$ cat config.mk
export PLATFORM = sky130hd
export DESIGN_NAME = midpoint_circle_arc_rasterizer_top
export DESIGN_NICKNAME = d
export VERILOG_FILES = /design/src/design/mcar_pkg.sv /design/src/design/mcar_core.sv /design/src/design/mcar_emit.sv /design/src/design/midpoint_circle_arc_rasterizer_top.sv
export SDC_FILE = /design/constraint.sdc
export NUM_CORES = 1
export LEC_CHECK = 0
export BUFFER_PORTS_ARGS = -buffer_cell sky130_fd_sc_hd__buf_2
export CAP_MARGIN = 20
export CORE_MARGIN = 10
export CORE_UTILIZATION = 25
export CTS_CLUSTER_DIAMETER = 60
export DETAILED_ROUTE_END_ITERATION = 8
export PLACE_DENSITY = 0.51
export RECOVER_POWER = 50
export SYNTH_ARGS = -nofsm -noshare
export SYNTH_HDL_FRONTEND = slang
export SYNTH_SLANG_ARGS = --single-unit
$ cat constraint.sdc
create_clock -name clk -period 6.7 [get_ports clk]
set_input_delay 0.67 -clock clk [delete_from_list [all_inputs] [get_ports clk]]
set_output_delay 0.67 -clock clk [all_outputs]
set_load 0.02 [all_outputs]
$ cat src/design/mcar_pkg.sv
// Package for the midpoint circle arc rasterizer: widths, types, opcodes,
// result slot constants and the arc slot map. No dependencies.
package mcar_pkg;

    localparam int COORD_WIDTH = 10;
    localparam int OFF_WIDTH   = COORD_WIDTH + 1;
    localparam int PIX_WIDTH   = COORD_WIDTH + 2;
    localparam int DEC_WIDTH   = COORD_WIDTH + 6;
    localparam int COLOR_WIDTH = 16;
    localparam int SLOT_WIDTH  = 3;

    localparam logic OP_START = 1'b0;
    localparam logic OP_STEP  = 1'b1;

    localparam logic [SLOT_WIDTH-1:0] LAST_FULL_SLOT = 3'd7;
    localparam logic [SLOT_WIDTH-1:0] LAST_ARC_SLOT  = 3'd3;

    typedef logic [COORD_WIDTH-1:0]        coord_t;
    typedef logic signed [OFF_WIDTH-1:0]   off_t;
    typedef logic signed [PIX_WIDTH-1:0]   pix_t;
    typedef logic signed [DEC_WIDTH-1:0]   dec_t;
    typedef logic [COLOR_WIDTH-1:0]        color_t;
    typedef logic [SLOT_WIDTH-1:0]         slot_t;

    // Everything the output side needs to emit one step transaction
    typedef struct packed {
        logic   done;
        logic   arc;
        off_t   off_x;
        off_t   off_y;
        coord_t org_x;
        coord_t org_y;
        off_t   win_lo;
        off_t   win_hi;
        color_t color;
    } snap_t;

    // Arc mode emits the upper half: full-circle slots 3, 2, 7, 6 in that order
    function automatic slot_t arc_slot(input slot_t k);
        slot_t s;
        case (k[1:0])
            2'd0:    s = 3'd3;
            2'd1:    s = 3'd2;
            2'd2:    s = 3'd7;
            default: s = 3'd6;
        endcase
        return s;
    endfunction

endpackage

$ cat src/design/mcar_core.sv
// Iteration state of the midpoint circle: latches a figure on start and
// advances the decision value on each step. Depends on mcar_pkg.
module mcar_core (
    input  logic                clk,
    input  logic                rst_n,
    input  logic                fire,
    input  logic                op,
    input  mcar_pkg::coord_t    center_x,
    input  mcar_pkg::coord_t    center_y,
    input  mcar_pkg::coord_t    radius,
    input  logic                arc_mode,
    input  mcar_pkg::off_t      window_low,
    input  mcar_pkg::off_t      window_high,
    input  mcar_pkg::color_t    color,
    output logic                issue,
    output mcar_pkg::snap_t     snap
);

    mcar_pkg::coord_t org_x_reg, org_y_reg;
    mcar_pkg::off_t   off_x_reg, off_y_reg, off_x_next, off_y_next;
    mcar_pkg::dec_t   dec_reg, dec_next;
    mcar_pkg::off_t   win_lo_reg, win_hi_reg;
    mcar_pkg::color_t color_reg;
    logic             arc_reg, busy_reg, busy_next;
    logic             finished;
    mcar_pkg::dec_t   dec_start, dec_x4, dec_xy4;

    assign finished  = !busy_reg || (off_x_reg > off_y_reg);
    assign issue     = fire && (op == mcar_pkg::OP_STEP);

    assign dec_start = mcar_pkg::dec_t'(3)
                     - (mcar_pkg::dec_t'($signed({1'b0, radius})) <<< 1);
    assign dec_x4    = mcar_pkg::dec_t'(off_x_reg) <<< 2;
    assign dec_xy4   = (mcar_pkg::dec_t'(off_x_reg) - mcar_pkg::dec_t'(off_y_reg)) <<< 2;

    always_comb
    begin
        snap.done   = finished;
        snap.arc    = arc_reg;
        snap.off_x  = off_x_reg;
        snap.off_y  = off_y_reg;
        snap.org_x  = org_x_reg;
        snap.org_y  = org_y_reg;
        snap.win_lo = win_lo_reg;
        snap.win_hi = win_hi_reg;
        snap.color  = color_reg;
    end

    // Decision update uses the un-incremented x
    always_comb
    begin
        off_x_next = off_x_reg;
        off_y_next = off_y_reg;
        dec_next   = dec_reg;
        busy_next  = busy_reg;
        if (finished)
        begin
            busy_next = 1'b0;
        end
        else
        begin
            if (dec_reg < 0)
            begin
                dec_next = dec_reg + dec_x4 + mcar_pkg::dec_t'(6);
            end
            else
            begin
                dec_next   = dec_reg + dec_xy4 + mcar_pkg::dec_t'(10);
                off_y_next = off_y_reg - mcar_pkg::off_t'(1);
            end
            off_x_next = off_x_reg + mcar_pkg::off_t'(1);
        end
    end

    always_ff @(posedge clk or negedge rst_n)
    begin
        if (!rst_n)
        begin
            org_x_reg  <= '0;
            org_y_reg  <= '0;
            off_x_reg  <= '0;
            off_y_reg  <= '0;
            dec_reg    <= '0;
            arc_reg    <= 1'b0;
            win_lo_reg <= '0;
            win_hi_reg <= '0;
            color_reg  <= '0;
            busy_reg   <= 1'b0;
        end
        else if (fire)
        begin
            if (op == mcar_pkg::OP_START)
            begin
                org_x_reg  <= center_x;
                org_y_reg  <= center_y;
                off_x_reg  <= '0;
                off_y_reg  <= mcar_pkg::off_t'({1'b0, radius});
                dec_reg    <= dec_start;
                arc_reg    <= arc_mode;
                win_lo_reg <= window_low;
                win_hi_reg <= window_high;
                color_reg  <= color;
                busy_reg   <= 1'b1;
            end
            else
            begin
                off_x_reg <= off_x_next;
                off_y_reg <= off_y_next;
                dec_reg   <= dec_next;
                busy_reg  <= busy_next;
            end
        end
    end

endmodule

$ cat src/design/mcar_emit.sv
// Result serializer: holds one step's snapshot and emits its mirrored pixels,
// or a single done result, one per output transaction. Depends on mcar_pkg.
module mcar_emit (
    input  logic                clk,
    input  logic                rst_n,
    input  logic                load,
    input  mcar_pkg::snap_t     snap_in,
    output logic                out_valid,
    input  logic                out_ready,
    output mcar_pkg::pix_t      pixel_x,
    output mcar_pkg::pix_t      pixel_y,
    output logic                plot,
    output mcar_pkg::color_t    pixel_color,
    output logic                last,
    output logic                done_res
);

    mcar_pkg::snap_t snap_reg;
    logic            valid_reg;
    mcar_pkg::slot_t slot_reg;
    mcar_pkg::slot_t slot;
    mcar_pkg::pix_t  px, py, nx, ny, dx, dy, ox, oy, wlo, whi;
    logic            in_win;

    assign px  = mcar_pkg::pix_t'(snap_reg.off_x);
    assign py  = mcar_pkg::pix_t'(snap_reg.off_y);
    assign nx  = -px;
    assign ny  = -py;
    assign ox  = $signed({2'b00, snap_reg.org_x});
    assign oy  = $signed({2'b00, snap_reg.org_y});
    assign wlo = mcar_pkg::pix_t'(snap_reg.win_lo);
    assign whi = mcar_pkg::pix_t'(snap_reg.win_hi);

    assign slot = snap_reg.arc ? mcar_pkg::arc_slot(slot_reg) : slot_reg;

    always_comb
    begin
        case (slot)
            3'd0:    begin dx = px; dy = py; end
            3'd1:    begin dx = nx; dy = py; end
            3'd2:    begin dx = nx; dy = ny; end
            3'd3:    begin dx = px; dy = ny; end
            3'd4:    begin dx = py; dy = px; end
            3'd5:    begin dx = ny; dy = px; end
            3'd6:    begin dx = ny; dy = nx; end
            default: begin dx = py; dy = nx; end
        endcase
    end

    assign in_win = (dx >= wlo) && (dx <= whi);

    assign out_valid   = valid_reg;
    assign done_res    = snap_reg.done;
    assign pixel_x     = snap_reg.done ? '0 : ox + dx;
    assign pixel_y     = snap_reg.done ? '0 : oy + dy;
    assign plot        = !snap_reg.done && (!snap_reg.arc || in_win);
    assign pixel_color = snap_reg.done ? '0 : snap_reg.color;
    assign last        = snap_reg.done
                      || (slot_reg == (snap_reg.arc ? mcar_pkg::LAST_ARC_SLOT
                                                    : mcar_pkg::LAST_FULL_SLOT));

    always_ff @(posedge clk or negedge rst_n)
    begin
        if (!rst_n)
        begin
            valid_reg <= 1'b0;
            slot_reg  <= '0;
        end
        else if (load)
        begin
            valid_reg <= 1'b1;
            slot_reg  <= '0;
        end
        else if (valid_reg && out_ready)
        begin
            if (last)
            begin
                valid_reg <= 1'b0;
            end
            slot_reg <= slot_reg + mcar_pkg::slot_t'(1);
        end
    end

    // Snapshot is payload only
    always_ff @(posedge clk)
    begin
        if (load)
        begin
            snap_reg <= snap_in;
        end
    end

endmodule

$ cat src/design/midpoint_circle_arc_rasterizer_top.sv
// Midpoint circle / upper-arc rasterizer. A start transaction (op = 0) latches
// center, radius, color, mode and window and returns nothing; it restarts
// the figure even mid-circle. Each step transaction (op = 1) runs one
// midpoint iteration and returns eight mirrored pixels in full-circle mode or
// four upper-half pixels in arc mode, one result per cycle while out_ready is
// high, the final one flagged last; once x has passed y (or with no figure
// loaded) a step returns a single done result instead. The iteration itself
// finishes in the accept cycle; the single output port sets the rate, as a
// step's results leave it one at a time. The next transaction is accepted
// in the same cycle that the last result of the previous step is taken, so
// steps stream back to back with no bubble. Depends on mcar_pkg, mcar_core
// and mcar_emit.
module midpoint_circle_arc_rasterizer_top (
    input  logic                clk,
    input  logic                rst_n,
    // input channel
    input  logic                in_valid,
    output logic                in_ready,
    input  logic                op,
    input  mcar_pkg::coord_t    center_x,
    input  mcar_pkg::coord_t    center_y,
    input  mcar_pkg::coord_t    radius,
    input  logic                arc_mode,
    input  mcar_pkg::off_t      window_low,
    input  mcar_pkg::off_t      window_high,
    input  mcar_pkg::color_t    color,
    // result channel
    output logic                out_valid,
    input  logic                out_ready,
    output mcar_pkg::pix_t      pixel_x,
    output mcar_pkg::pix_t      pixel_y,
    output logic                plot,
    output mcar_pkg::color_t    pixel_color,
    output logic                last,
    output logic                done_res
);

    logic            fire;
    logic            issue;
    mcar_pkg::snap_t snap;

    // Accept while the serializer is empty or is handing off its final result
    assign in_ready = !out_valid || (out_ready && last);
    assign fire     = in_valid && in_ready;

    mcar_core u_core (
        .clk         (clk),
        .rst_n       (rst_n),
        .fire        (fire),
        .op          (op),
        .center_x    (center_x),
        .center_y    (center_y),
        .radius      (radius),
        .arc_mode    (arc_mode),
        .window_low  (window_low),
        .window_high (window_high),
        .color       (color),
        .issue       (issue),
        .snap        (snap)
    );

    mcar_emit u_emit (
        .clk         (clk),
        .rst_n       (rst_n),
        .load        (issue),
        .snap_in     (snap),
        .out_valid   (out_valid),
        .out_ready   (out_ready),
        .pixel_x     (pixel_x),
        .pixel_y     (pixel_y),
        .plot        (plot),
        .pixel_color (pixel_color),
        .last        (last),
        .done_res    (done_res)
    );

`ifndef SYNTHESIS
    // A step transaction always yields a result in the next cycle
    a_step_yields: assert property (@(posedge clk) disable iff (!rst_n)
        (fire && op == mcar_pkg::OP_STEP) |=> out_valid)
        else $error("step transaction produced no result");

    // A start transaction never starts result traffic on its own
    a_start_silent: assert property (@(posedge clk) disable iff (!rst_n)
        (fire && op == mcar_pkg::OP_START && !out_valid) |=> !out_valid)
        else $error("start transaction produced a result");

    // A done result is a lone, blank, final result
    a_done_blank: assert property (@(posedge clk) disable iff (!rst_n)
        (out_valid && done_res) |-> (last && !plot && pixel_x == 0 && pixel_y == 0))
        else $error("malformed done result");
`endif

endmodule

# Word-level counts from Yosys, hierarchy flattened
# Index checks and enable logic that the tools add are counted.
# op_classes
n_addsub	13
n_mux	23
order_cmp	4
bitwise	1
n_reduce_logical	29
n_eq_ne	12
# ops
operator	n
one-hot mux 12 bit (3 select lines)	2
two-way mux 16 bit	4
two-way mux 11 bit	5
adder 10 x 12 -> 12 bit	2
two-way mux 12 bit	2
negation 11 -> 12 bit	2
adder 16 x 13 -> 16 bit	1
adder 16 x 14 -> 16 bit	1
adder 16 x 4 -> 16 bit (second input constant)	1
adder 16 x 5 -> 16 bit (second input constant)	1
< comparator 16 x 1 -> 1 bit (second input constant)	1
greater-or-equal comparator 12 x 11 -> 1 bit	1
less-or-equal comparator 12 x 11 -> 1 bit	1
two-way mux 3 bit	4
OR reduction 2 bit	6
subtractor 11 x 11 -> 12 bit	1
subtractor 2 x 11 -> 12 bit (first input constant)	1
adder 11 x 2 -> 11 bit (second input constant)	1
> comparator 11 bit	1
subtractor 11 x 2 -> 11 bit (second input constant)	1
equality test 3 bit (second input constant)	3
one-hot mux 3 bit (3 select lines)	1
AND reduction 2 bit	4
equality test 3 x 2 -> 1 bit (second input constant)	2
16 further kinds	33
# word_totals
regBits	184
elab_cells	103

# Logic depth before layout (Yosys ltp)
# Gate-level depths: netlist of run 1.
# depth
ltp_word	10
depth_mapped	19

# Cells and area by module
# Synthesis of run 1 repeated with hierarchy kept, for this count alone.
# hier_totals
cells_unflattened	1275
area_unflattened_um2	11863.9
# modules_own_cells
mod	instances	area_each_um2	cells_each
mcar_core	1	6382.4	755
mcar_emit	1	5462.7	517
midpoint_circle_arc_rasterizer_top	1	18.8	3

# Worst setup path before layout of run 1
# No wires, ideal clock.
# synth_timing
path_kind	register to register
start	reg u_emit.snap_reg, in the netlist u_emit.done_res
end	reg u_emit.snap_reg, in the netlist u_emit.done_res (enable)
stages_incl_launch_ff	8
arrival_time_ps	5177
path_buffers	3
setup_slack_ps	996
cell_sequence	edfxtp_1 > clkbuf_1 > a21o_1 > a21o_1 > nand2_1 > buf_2 > clkbuf_1 > nor2_1
# synth_via
elab_chain_cells	5
# synth_rtl
element	line	rtl
from (decl)	mcar_emit.sv:18	mcar_pkg::snap_t snap_reg;
from (signal assigned)	mcar_emit.sv:89	snap_reg <= snap_in;
logical OR 1 bit	mcar_emit.sv:59	|| (slot_reg == (snap_reg.arc ? mcar_pkg::LAST_ARC_SLOT
net last	midpoint_circle_arc_rasterizer_top.sv:34	output logic last,
logical AND 1 bit	midpoint_circle_arc_rasterizer_top.sv:43	assign in_ready = !out_valid || (out_ready && last);
logical OR 1 bit	midpoint_circle_arc_rasterizer_top.sv:43	
net in_ready	midpoint_circle_arc_rasterizer_top.sv:18	output logic in_ready,
logical AND 1 bit	midpoint_circle_arc_rasterizer_top.sv:44	assign fire = in_valid && in_ready;
logical AND 1 bit	mcar_core.sv:29	assign issue = fire && (op == mcar_pkg::OP_STEP);
net issue	midpoint_circle_arc_rasterizer_top.sv:39	logic issue;
# The timed path passes the listed nets, and every way through them passes these cells.
# A chain may end at the register's enable or synchronous reset.

# Final worst setup path of run 1
# layout_timing
start	reg u_emit.snap_reg, in the netlist u_emit.done_res
end	reg u_emit.snap_reg, in the netlist u_emit.oy[6] (enable)
# layout_via
elab_chain_cells	5
# layout_rtl
element	line
logical OR 1 bit	mcar_emit.sv:59
logical AND 1 bit	midpoint_circle_arc_rasterizer_top.sv:43
logical OR 1 bit	midpoint_circle_arc_rasterizer_top.sv:43
logical AND 1 bit	midpoint_circle_arc_rasterizer_top.sv:44
logical AND 1 bit	mcar_core.sv:29
net issue	midpoint_circle_arc_rasterizer_top.sv:39
# The timed path passes the listed nets, and every way through them passes these cells.

==> results_dict.tcl, run 1 <==
set metrics [dict create \
    synth_top_cell_by_area "dfrtp_1" \
    cp_max_fo 45 \
    cts_buffers 17 \
    tightest_slew_ps 3360 \
    start_util 0.253 \
    dieWidth_um 240 \
    netlist_area_um2 12100 \
    grt_overflow 0 \
    synth_edf_count 82 \
    clkLatencyLatePin_ps 460 \
    r2r_end "u_emit.oy[6]" \
    num_rows 80 \
    hold_depth 3 \
    drive_gt1_frac 0.112 \
    r2r_cells 7 \
    required_ps 6730 \
    numClockSinks 183 \
    yosysMostFrequentCell "nand2_1" \
    drtAntennaViolNets 0 \
    hp-class "in -> reg" \
    max-clock-path-buffers 2 \
    port_buffers 118 \
    fmax_ghz 0.192 \
    dp_hpwl_um 26400 \
    cp_slowest_stage_delay_ps 1670 \
    vdd_drop_max_mv 0.182 \
    chipHeight_um 240 \
    core_area_um2 47700 \
    viasPerCell 4.76 \
    startpoint_type "flop" \
    syn_avg_cell_area_um2 9.05 \
    worstSetupEndpointType "flop" \
    synth_ff_type "dfrtp_1" \
    clkTransAtPathRegs_ps 70 \
    rsz0062_at_grt "no" \
    cts_tree "built" \
    path_class "reg -> reg" \
    drv_slew 142 \
    drv_cap 3 \
    cts_hold_buf 0 \
    yosysTopAreaCellShare 0.209 \
    period_minus_slack_ps 5210 \
    p_leak_nw 6.20 \
    fin_worst_skew_ps 15.9 \
    synthDistinctLibCells 77 \
    wl_per_cell_um 16.9 \
    yosysSeqAreaShare 0.413 \
    dieArea_um2 57600 \
    synthArstFlopShare 0.552 \
    drt_iter0_markers 606 \
    hold_viol_final 0 \
    cts_resized 0 \
    violations "capacitance limit, slew limit" \
    finalCritPeriodShare 0.777 \
    slew_headroom -1.24 \
    crit_chain "clkbuf_1 -> a21o_1 -> a21o_1 -> nand2_1 -> clkbuf_1 -> nor2_4 -> clkbuf_1" \
    grt_max_degree 64 \
    grt_pass1_vias 9531 \
    hp-start "window_high[5]" \
    antenna_cells 0 \
    finalSetupViolCount 0 \
    grt_pass1_wl_um 54000 \
    register_area_um2 4990 \
    cp_common_cell "clkbuf_1" \
    dp_slack_ps 2130 \
    postCtsSetupRepairBufs 0 \
    finalInstanceArea_um2 13900 \
    ff2ff_setup_slack_ps 1490 \
    antenna_found_initial 2 \
    p_per_area_nw_per_um2 483 \
    ys_seq_elements 183 \
    fin_cells 2066 \
    root_buffer "clkbuf_16" \
    placed_cells 2034 \
    syn_nets 1531 \
    pin_count 119 \
    netlist_instances 1336 \
    largest_reg_flops 39 \
    grt_usage 0.120 \
    synth_area_leaders "dfrtp_1 (21%), edfxtp_1 (20%), ha_1 (12%)" \
    fillers 5128 \
    yosys_warnings 0 \
    setup_tns_ps 0 \
    postLayoutSetupSlackWorst_ps 1490 \
    h-tree-depth 4 \
    yosys-top-cells-count "nand2_1 (263), ha_1 (116), nor2_1 (115), dfrtp_1 (101), edfxtp_1 (82)" \
    critPathArrivalTime_ps 5240 \
    r2r-start "u_emit.done_res" \
    drt-total-wl_um 34800 \
    dr.pass1.iters 5 \
    critPathLaunch "u_emit.done_res" \
    min_to "u_core.win_hi_reg[5]" \
    syn_to_final_growth_pct 15.0 \
    layout.nets 1633 \
    drc 0 \
    status "finished, violations left" \
    multi_input_area_um2 6620 \
    post_dp_cell_area_um2 13400 \
    slowest_stage "clkbuf_1" \
    vias 9829 \
    place_congestion 0.895 \
]
layout by cell type, fill, tap and decap left out, types with 31 or more instances in the layout:
cell      count
dfrtp_1     101
xor2_1       32
nor3_1       31
nand2_1     262
xnor2_1      59
nor2_1      113
buf_2        99
edfxtp_1     82
o21ai_0      49
a21oi_1      71
inv_1        79
ha_1        116
area by class of cell:
| type | count | share of cell area |
|---|---|---|
| Tap cell | 615 | 0.0553 |
| Clock inverter | 13 | 0.00837 |
| Sequential cell | 183 | 0.359 |
| Inverter | 82 | 0.0221 |
| Multi-Input combinational cell | 1023 | 0.476 |
| Timing Repair Buffer | 131 | 0.0470 |
| Clock buffer | 19 | 0.0327 |
metrics by stage:
| step | util | power [mW] | hold WS [ps] |
|---|---|---|---|
| after floorplan | - | 4.71 | 374 |
| after global placement | 0.280 | 5.70 | 428 |
| after detailed placement | 0.280 | 5.75 | 431 |
| after CTS | 0.292 | 6.79 | 325 |
| after global routing | 0.291 | 7.33 | 404 |
| final | 0.291 | 6.71 | 412 |
worst max path at each step:
stage                 endpoint  depth (start not counted)
6_report          u_emit.oy[6]                          7
3_5_place_dp       pixel_x[11]                         16
5_1_grt           u_emit.oy[6]                          7
4_1_cts            pixel_x[11]                         16
3_3_place_gp       pixel_x[11]                         16
2_1_floorplan  u_emit.done_res                          7
worst max-delay path: cells and delay by family, from the launching register on:
kind / cells / cell delay [ps]
flip-flops: 1 / 320
buffers and inverters: 3 / 3650
AND/OR/NAND/NOR: 2 / 300
AO/OA/AOI/OAI: 2 / 460
cell families (layout without fill, tap and decap cells):
logic type                 Yosys count  in the layout  synth area share
buffers and inverters              130            245            0.0416
adders and majority gates          121            121             0.128
muxes                               11             11           0.00921
AOI/OAI and AO/OA                  280            280             0.150
and+or+nand+nor                    520            520             0.192
DFF                                183            183             0.413
xor gates and xnor gates            91             91            0.0659
report_power, final:
| group | internal (mW) | switching, mW |
|---|---|---|
| Clock | 0.536 | 0.470 |
| Sequential | 1.52 | 0.254 |
| Combinational | 1.59 | 2.34 |
layer usage:
metal / up-vias / global-route usage / part of all wire
li1: 4882 / - / -
met1: 4710 / 0.146 / 0.43
met2: 198 / 0.211 / 0.50
met3: 35 / 0.0196 / 0.041
met4: 4 / 0.0424 / 0.021
met5: - / 0 / 0.00060
Note: power is estimated with default switching activity, not from simulation.
==> run 2, diff against run 1 <==
--- a/config.mk
+++ b/config.mk
@@ -5,13 +5,14 @@
 export SDC_FILE = /design/constraint.sdc
 export NUM_CORES = 1
 export LEC_CHECK = 0
+export ABC_AREA = 1
 export BUFFER_PORTS_ARGS = -buffer_cell sky130_fd_sc_hd__buf_2
 export CAP_MARGIN = 20
 export CORE_MARGIN = 10
 export CORE_UTILIZATION = 25
 export CTS_CLUSTER_DIAMETER = 60
 export DETAILED_ROUTE_END_ITERATION = 8
-export PLACE_DENSITY = 0.51
+export PLACE_DENSITY = 0.53
 export RECOVER_POWER = 50
 export SYNTH_ARGS = -nofsm -noshare
 export SYNTH_HDL_FRONTEND = slang
==> constraint.sdc (replaced) <==
create_clock -name clk -period 4.6 [get_ports clk]
set_input_delay 0.46 -clock clk [delete_from_list [all_inputs] [get_ports clk]]
set_output_delay 0.46 -clock clk [all_outputs]
set_load 0.02 [all_outputs]
==> run 2 against run 1 <==
Effect of this change: the run still ends with capacitance limit, slew limit left; wire length grew 6.9%; count of clock-buffer cells in the layout grew 1; clock power grew 59%; non-clock buffer count grew 11; flip-flop and latch count is the same; critical path depth grew 17; worst hold slack lost 230 ps; die area grew 1.7%; combinational power grew 74%; first-iteration DRC count grew 0.99%; synthesized cell count grew 18%; critical path type is now reg -> out.
==> results_dict.tcl, run 2 <==
set metrics [dict create \
    critPathArrivalTime_ps 3920 \
    drv_slew 59 \
    dieArea_um2 58500 \
    routed.top_layer "met4" \
    r2r_cells 25 \
    fillers 5309 \
    mostFrequentLayoutCells "nand2_1 (447), inv_1 (201), nor2_1 (119)" \
    cp_common_cell "nand2_1" \
    multi_input_area_um2 6540 \
    post_dp_cell_area_um2 13700 \
    ff2ff_setup_slack_ps 680 \
    fmax_ghz 0.229 \
    yosysSeqAreaShare 0.405 \
    status "finished, violations left" \
    dr.pass1.iters 5 \
    dieWidth_um 242 \
    path_class "reg -> out" \
    core_area_um2 48800 \
    cts_buffers 17 \
    yosysMostFrequentCell "nand2_1" \
    pin_count 119 \
    chipHeight_um 242 \
    grt_overflow 0 \
    critPathLaunch "u_emit.slot_reg[0]" \
    h-tree-depth 4 \
    yosysTopAreaCellShare 0.205 \
    startpoint_type "flop" \
    slowest_stage "dfrtp_1" \
    viasPerCell 4.55 \
    largest_reg_flops 39 \
    layout.nets 1906 \
    setup_tns_ps 0 \
    grt_usage 0.128 \
    crit_buf_inv 6 \
    finalPower_mw 11.1 \
    worstSetupEndpointType "output pin" \
    p_per_area_nw_per_um2 759 \
    finalInstanceArea_um2 14600 \
    hold_viol_final 0 \
    r2r-start "u_core.off_x_reg[0]" \
    cp_max_fo 8 \
    ys_seq_elements 183 \
    cts_hold_buf 0 \
    hp-class "in -> reg" \
    max-clock-path-buffers 2 \
    r2r_end "u_core.dec_reg[15]" \
    synth_top_cell_by_area "dfrtp_1" \
    synth_edf_count 82 \
    num_rows 81 \
    place_congestion 0.900 \
    root_buffer "clkbuf_16" \
    finalCritPeriodShare 0.951 \
    path_depth 24 \
    synthDistinctLibCells 49 \
    wl_met3_um 1440 \
    netlist_instances 1582 \
    cts_tree "built" \
    yosys-top-cells-count "nand2_1 (450), inv_1 (207), nor2_1 (125), ha_1 (116), o21ai_0 (111)" \
    drtAntennaViolNets 0 \
    cp_slowest_stage_delay_ps 390 \
    drt_iter0_markers 612 \
    fin_cells 2388 \
    drc 0 \
    crit_end "pixel_x[11]" \
    syn_avg_cell_area_um2 7.79 \
    placed_cells 2341 \
    dp_hpwl_um 28900 \
    yosys_warnings 0 \
    clkLatencyLatePin_ps 480 \
    wl_per_cell_um 15.6 \
    netlist_area_um2 12300 \
    drt-total-wl_um 37200 \
    antenna_cells 0 \
    finalSetupViolCount 0 \
    p_leak_nw 7.06 \
    fin_worst_skew_ps 14.3 \
    antenna_found_initial 0 \
    dr_wl_met2_um 17200 \
    register_area_um2 4990 \
    drv_cap 1 \
    final_common_cell "nand2_1" \
    start_util 0.252 \
    postLayoutCoreUtil 0.298 \
    synth_area_leaders "dfrtp_1 (21%), edfxtp_1 (20%), nand2_1 (14%)" \
    grt_max_degree 64 \
    clkTransAtPathRegs_ps 70 \
    vdd_drop_max_mv 0.628 \
    syn_nets 1777 \
    vias 10870 \
    port_buffers 118 \
    cp_top_family "simple AND/OR/NAND/NOR gates" \
    tightest_slew_ps 3390 \
    violations "capacitance limit, slew limit" \
    grt_pass1_wl_um 59200 \
    slew_headroom -1.26 \
    wl_met1_um 17700 \
    crit_chain "inv_1 -> ha_1 -> inv_1 -> nand2_1 -> o21ai_4 -> clkinv_4 -> nand2_2 -> inv_1 -> nand2_1 -> o2111ai_1 -> o21ai_0 -> inv_1 -> ha_1 -> nand2_1 -> nor3_2 -> nand3_1 -> nand3_1 -> nand2_1 -> nand2_1 -> nand3_1 -> nand2_1 -> nand2_1 -> nor2_2 -> buf_4" \
    synth_ff_type "dfrtp_1" \
    grt_pass1_vias 10787 \
    period_minus_slack_ps 4380 \
    syn_to_final_growth_pct 18.4 \
    rsz0062_at_grt "yes" \
    numClockSinks 183 \
    required_ps 4140 \
    synthArstFlopShare 0.552 \
    drive_gt1_frac 0.124 \
]
==> run 2: cell types whose count changed after synthesis, moves of 14 or more <==
cell	before	now
a211oi_1	15	1
o21a_1	18	4
clkbuf_1	38	17
nor2b_1	27	0
o21ai_1	16	2
xnor2_1	59	5
a21oi_1	71	98
nand2_1	263	450
a21o_1	21	1
nand3_1	20	91
inv_1	79	207
o21ai_0	49	111
==> run 2: cell families after synthesis <==
kind of cell | synth area share
compound gates | 0.118
fa+ha+maj | 0.126
buf+inv | 0.0775
simple gates | 0.247
xor+xnor | 0.0270
flops | 0.405
==> run 2: layer usage <==
metal,track usage,vias to the layer above
met4,0.0444,0
met2,0.209,228
met1,0.163,5096
li1,-,5502
met5,0,-
met3,0.0288,44
==> run 2: how the worst min path moves through the flow <==
stage	start	endpoint	slack [ps]	cells after the start
detailed placement	u_core.org_y_reg[7]	u_emit.oy[7]	430	0
CTS	rst_n	u_core.win_hi_reg[7]	40	1
floorplan	rst_n	u_core.arc_reg	160	0
global route	center_x[4]	u_core.org_x_reg[4]	160	3
finish	window_high[4]	u_core.win_hi_reg[4]	180	3
global placement	u_core.color_reg[12]	u_emit.snap_reg[12]	430	0
==> run 2: where the power goes <==
part	total (mW)	leakage (nW)	internal, mW	switching [mW]
clock network	1.61	0.309	0.908	0.700
registers	2.65	2.02	2.27	0.375
logic	6.82	4.73	2.40	4.42
total	11.1	7.06	5.58	5.49
==> run 2: layout make-up <==
cell class	count	share of cell area
clock inverters	12	0.0122
well taps	664	0.0570
flip-flops and latches	183	0.342
multi-input cells	1152	0.448
inverters	214	0.0558
clock buffers	20	0.0314
repair inverters	1	0.000515
repair buffers	142	0.0525
==> run 2: tightest hold or removal path, stage by stage <==
cell,delay (ps)
buf_2,80
nand2_1,40
nand2_1,50
==> run 2: stage by stage <==
step                hold WS [ps]  setup WS, ps
floorplan                    164           906
global placement             428           295
detailed placement           430           332
CTS                         44.4         -16.5
global route                 157         -67.8
finish                       179           224
==> run 2: repair_timing <==
action,in CTS,in global routing
pin swaps,0,11
gates resized for setup,8,55
buffers inserted,1,13
setup endpoints to repair,5,12
hold endpoints to repair,0,0
gates cloned,0,1
==> run 3, diff against run 2 <==
--- a/config.mk
+++ b/config.mk
@@ -6,7 +6,7 @@
 export NUM_CORES = 1
 export LEC_CHECK = 0
 export ABC_AREA = 1
-export BUFFER_PORTS_ARGS = -buffer_cell sky130_fd_sc_hd__buf_2
+export BUFFER_PORTS_ARGS = -buffer_cell sky130_fd_sc_hd__buf_4
 export CAP_MARGIN = 20
 export CORE_MARGIN = 10
 export CORE_UTILIZATION = 25
==> run 3 against run 2 <==
Effect of this change: the flow still finishes with violations (capacitance limit, slew limit); worst hold slack got worse by 28 ps; clock power decreased by 7%; count of clock-buffer cells in the layout decreased by 3; combinational power increased by 5.1%; sequential share of layout area decreased by 1.1 points; critical path depth decreased by 3.
==> results_dict.tcl, run 3 (synthesis results as in run 2) <==
set metrics [dict create \
    violations "capacitance limit, slew limit" \
    max-clock-path-buffers 2 \
    slew_headroom -0.402 \
    r2r_end "u_core.dec_reg[15]" \
    critPathLaunch "u_emit.slot_reg[0]" \
    finalCritPeriodShare 0.954 \
    numClockSinks 183 \
    start_util 0.252 \
    setup_tns_ps 0 \
    port_buffers 118 \
    dp_hpwl_um 29400 \
    status "finished, violations left" \
    startpoint_type "flop" \
    required_ps 4140 \
    ff2ff_setup_slack_ps 680 \
    r2r-start "u_core.off_x_reg[0]" \
    fin_worst_skew_ps 25.0 \
    p_per_area_nw_per_um2 753 \
    vias 11103 \
    root_buffer "clkbuf_16" \
    fin_cells 2396 \
    drive_gt1_frac 0.146 \
    rsz0062_at_grt "yes" \
    grt_usage 0.129 \
    vdd_drop_max_mv 0.611 \
    chipHeight_um 242 \
    placed_cells 2342 \
    r2r_cells 26 \
    postLayoutSetupSlackWorst_ps 210 \
    register_area_um2 4990 \
    syn_to_final_growth_pct 22.1 \
    mostFrequentLayoutCells "nand2_1 (447), inv_1 (199), buf_4 (142)" \
    worstSetupEndpointType "output pin" \
    dieWidth_um 242 \
    drv_slew 36 \
    dp_slack_ps 381 \
    multi_input_area_um2 6660 \
    finalSetupViolCount 0 \
    fillers 5266 \
    clkLatencyLatePin_ps 500 \
    hp-start "color[8]" \
    pin_count 119 \
    viasPerCell 4.63 \
    path_class "reg -> out" \
    drt-total-wl_um 38500 \
    period_minus_slack_ps 4390 \
    crit_end "pixel_y[8]" \
    antenna_cells 0 \
    h-tree-depth 4 \
    grt_pass1_wl_um 59700 \
    hold_viol_final 0 \
    final_common_cell "nand2_1" \
    cts_tree "built" \
    antenna_found_initial 0 \
    place_congestion 0.898 \
    critPathArrivalTime_ps 3930 \
    p_leak_nw 7.24 \
    dr.pass1.iters 5 \
    drtAntennaViolNets 0 \
    hp-class "in -> reg" \
    core_area_um2 48800 \
    grt_overflow 0 \
    fmax_ghz 0.228 \
    tightest_slew_ps 2100 \
    drc 0 \
    grt_max_degree 61 \
    largest_reg_flops 39 \
    wl_per_cell_um 16.1 \
    drt_iter0_markers 796 \
    layout.nets 1914 \
    cts_buffers 17 \
    cp_max_fo 8 \
    clkTransAtPathRegs_ps 90 \
    grt_pass1_vias 10790 \
    drv_cap 1 \
    num_rows 81 \
    dieArea_um2 58500 \
]
## run 3: changes by cell type in the layout (fill, tap and decap cells not counted), sizes merged
| cell | delta |
|---|---|
| clkinvlp | -3 |
| clkinv | +8 |
| clkbuf | -18 |
| bufinv | -3 |
| dlygate4sd3 | +1 |
| buf | +23 |
## run 3: worst min path at each step
stage	to	slack [ps]	cells after the start
4_1_cts	u_core.color_reg[8]	110	3
3_5_place_dp	u_core.org_x_reg[4]	340	1
3_3_place_gp	u_core.org_x_reg[4]	340	1
6_report	u_core.color_reg[8]	150	3
2_1_floorplan	u_core.arc_reg	160	0
5_1_grt	u_core.color_reg[8]	130	3
## run 3: timing repair
| action | in CTS | in global routing |
|---|---|---|
| resized for setup | 7 | 79 |
| setup buffers | 2 | 19 |
| pin swaps | 0 | 13 |
| endpoints found under the setup margin | 7 | 14 |
| hold buffers | 1 | 0 |
| endpoints found under the hold margin | 15 | 0 |
## run 3: cell type report
class,instances,share of cell area
clock buffers,17,0.0283
repair buffers,151,0.0762
flip-flops and latches,183,0.332
inverters,214,0.0540
well taps,664,0.0552
multi-input cells,1152,0.443
clock inverters,15,0.0117
## run 3: metal layers
metal / global-route usage / routed length, um / share of wire
met5: 0 / 0 / 0
met4: 0.0503 / 1120 / 0.029
met3: 0.0295 / 1580 / 0.041
met2: 0.209 / 18000 / 0.47
met1: 0.165 / 17800 / 0.46
## run 3: through the flow
step | cell area (um2) | hold slack (ps) | utilization | power (mW)
after floorplan | 12300 | 164 | - | 7.36
after global placement | 14000 | 345 | 0.286 | 9.29
after detailed placement | 14000 | 345 | 0.286 | 9.38
after CTS | 14600 | 110 | 0.299 | 11.0
after global routing | 15000 | 135 | 0.308 | 12.4
final | 15000 | 151 | 0.308 | 11.3
## run 3: where the power goes
group	internal [mW]	switching, mW	leakage [nW]	total (mW)
Combinational	2.65	4.52	4.92	7.17
Clock	0.731	0.772	0.293	1.50
Sequential	2.27	0.382	2.02	2.65
## run 3: worst max-delay path, cell delays in order (launching register included)
cell      delay (ps)
dfrtp_1          430
inv_2             70
ha_1             200
inv_1             50
nand2_1          100
o21ai_4          240
clkinv_4         160
buf_4            200
buf_4            130
nor3_1           140
o21ai_1          120
inv_1             80
ha_2             300
a21oi_2          150
o21ai_0          130
a21oi_1          250
o21ai_0          110
nand2_1           70
nand2_1           60
nand2_1           60
nor3b_4          220
buf_6            150
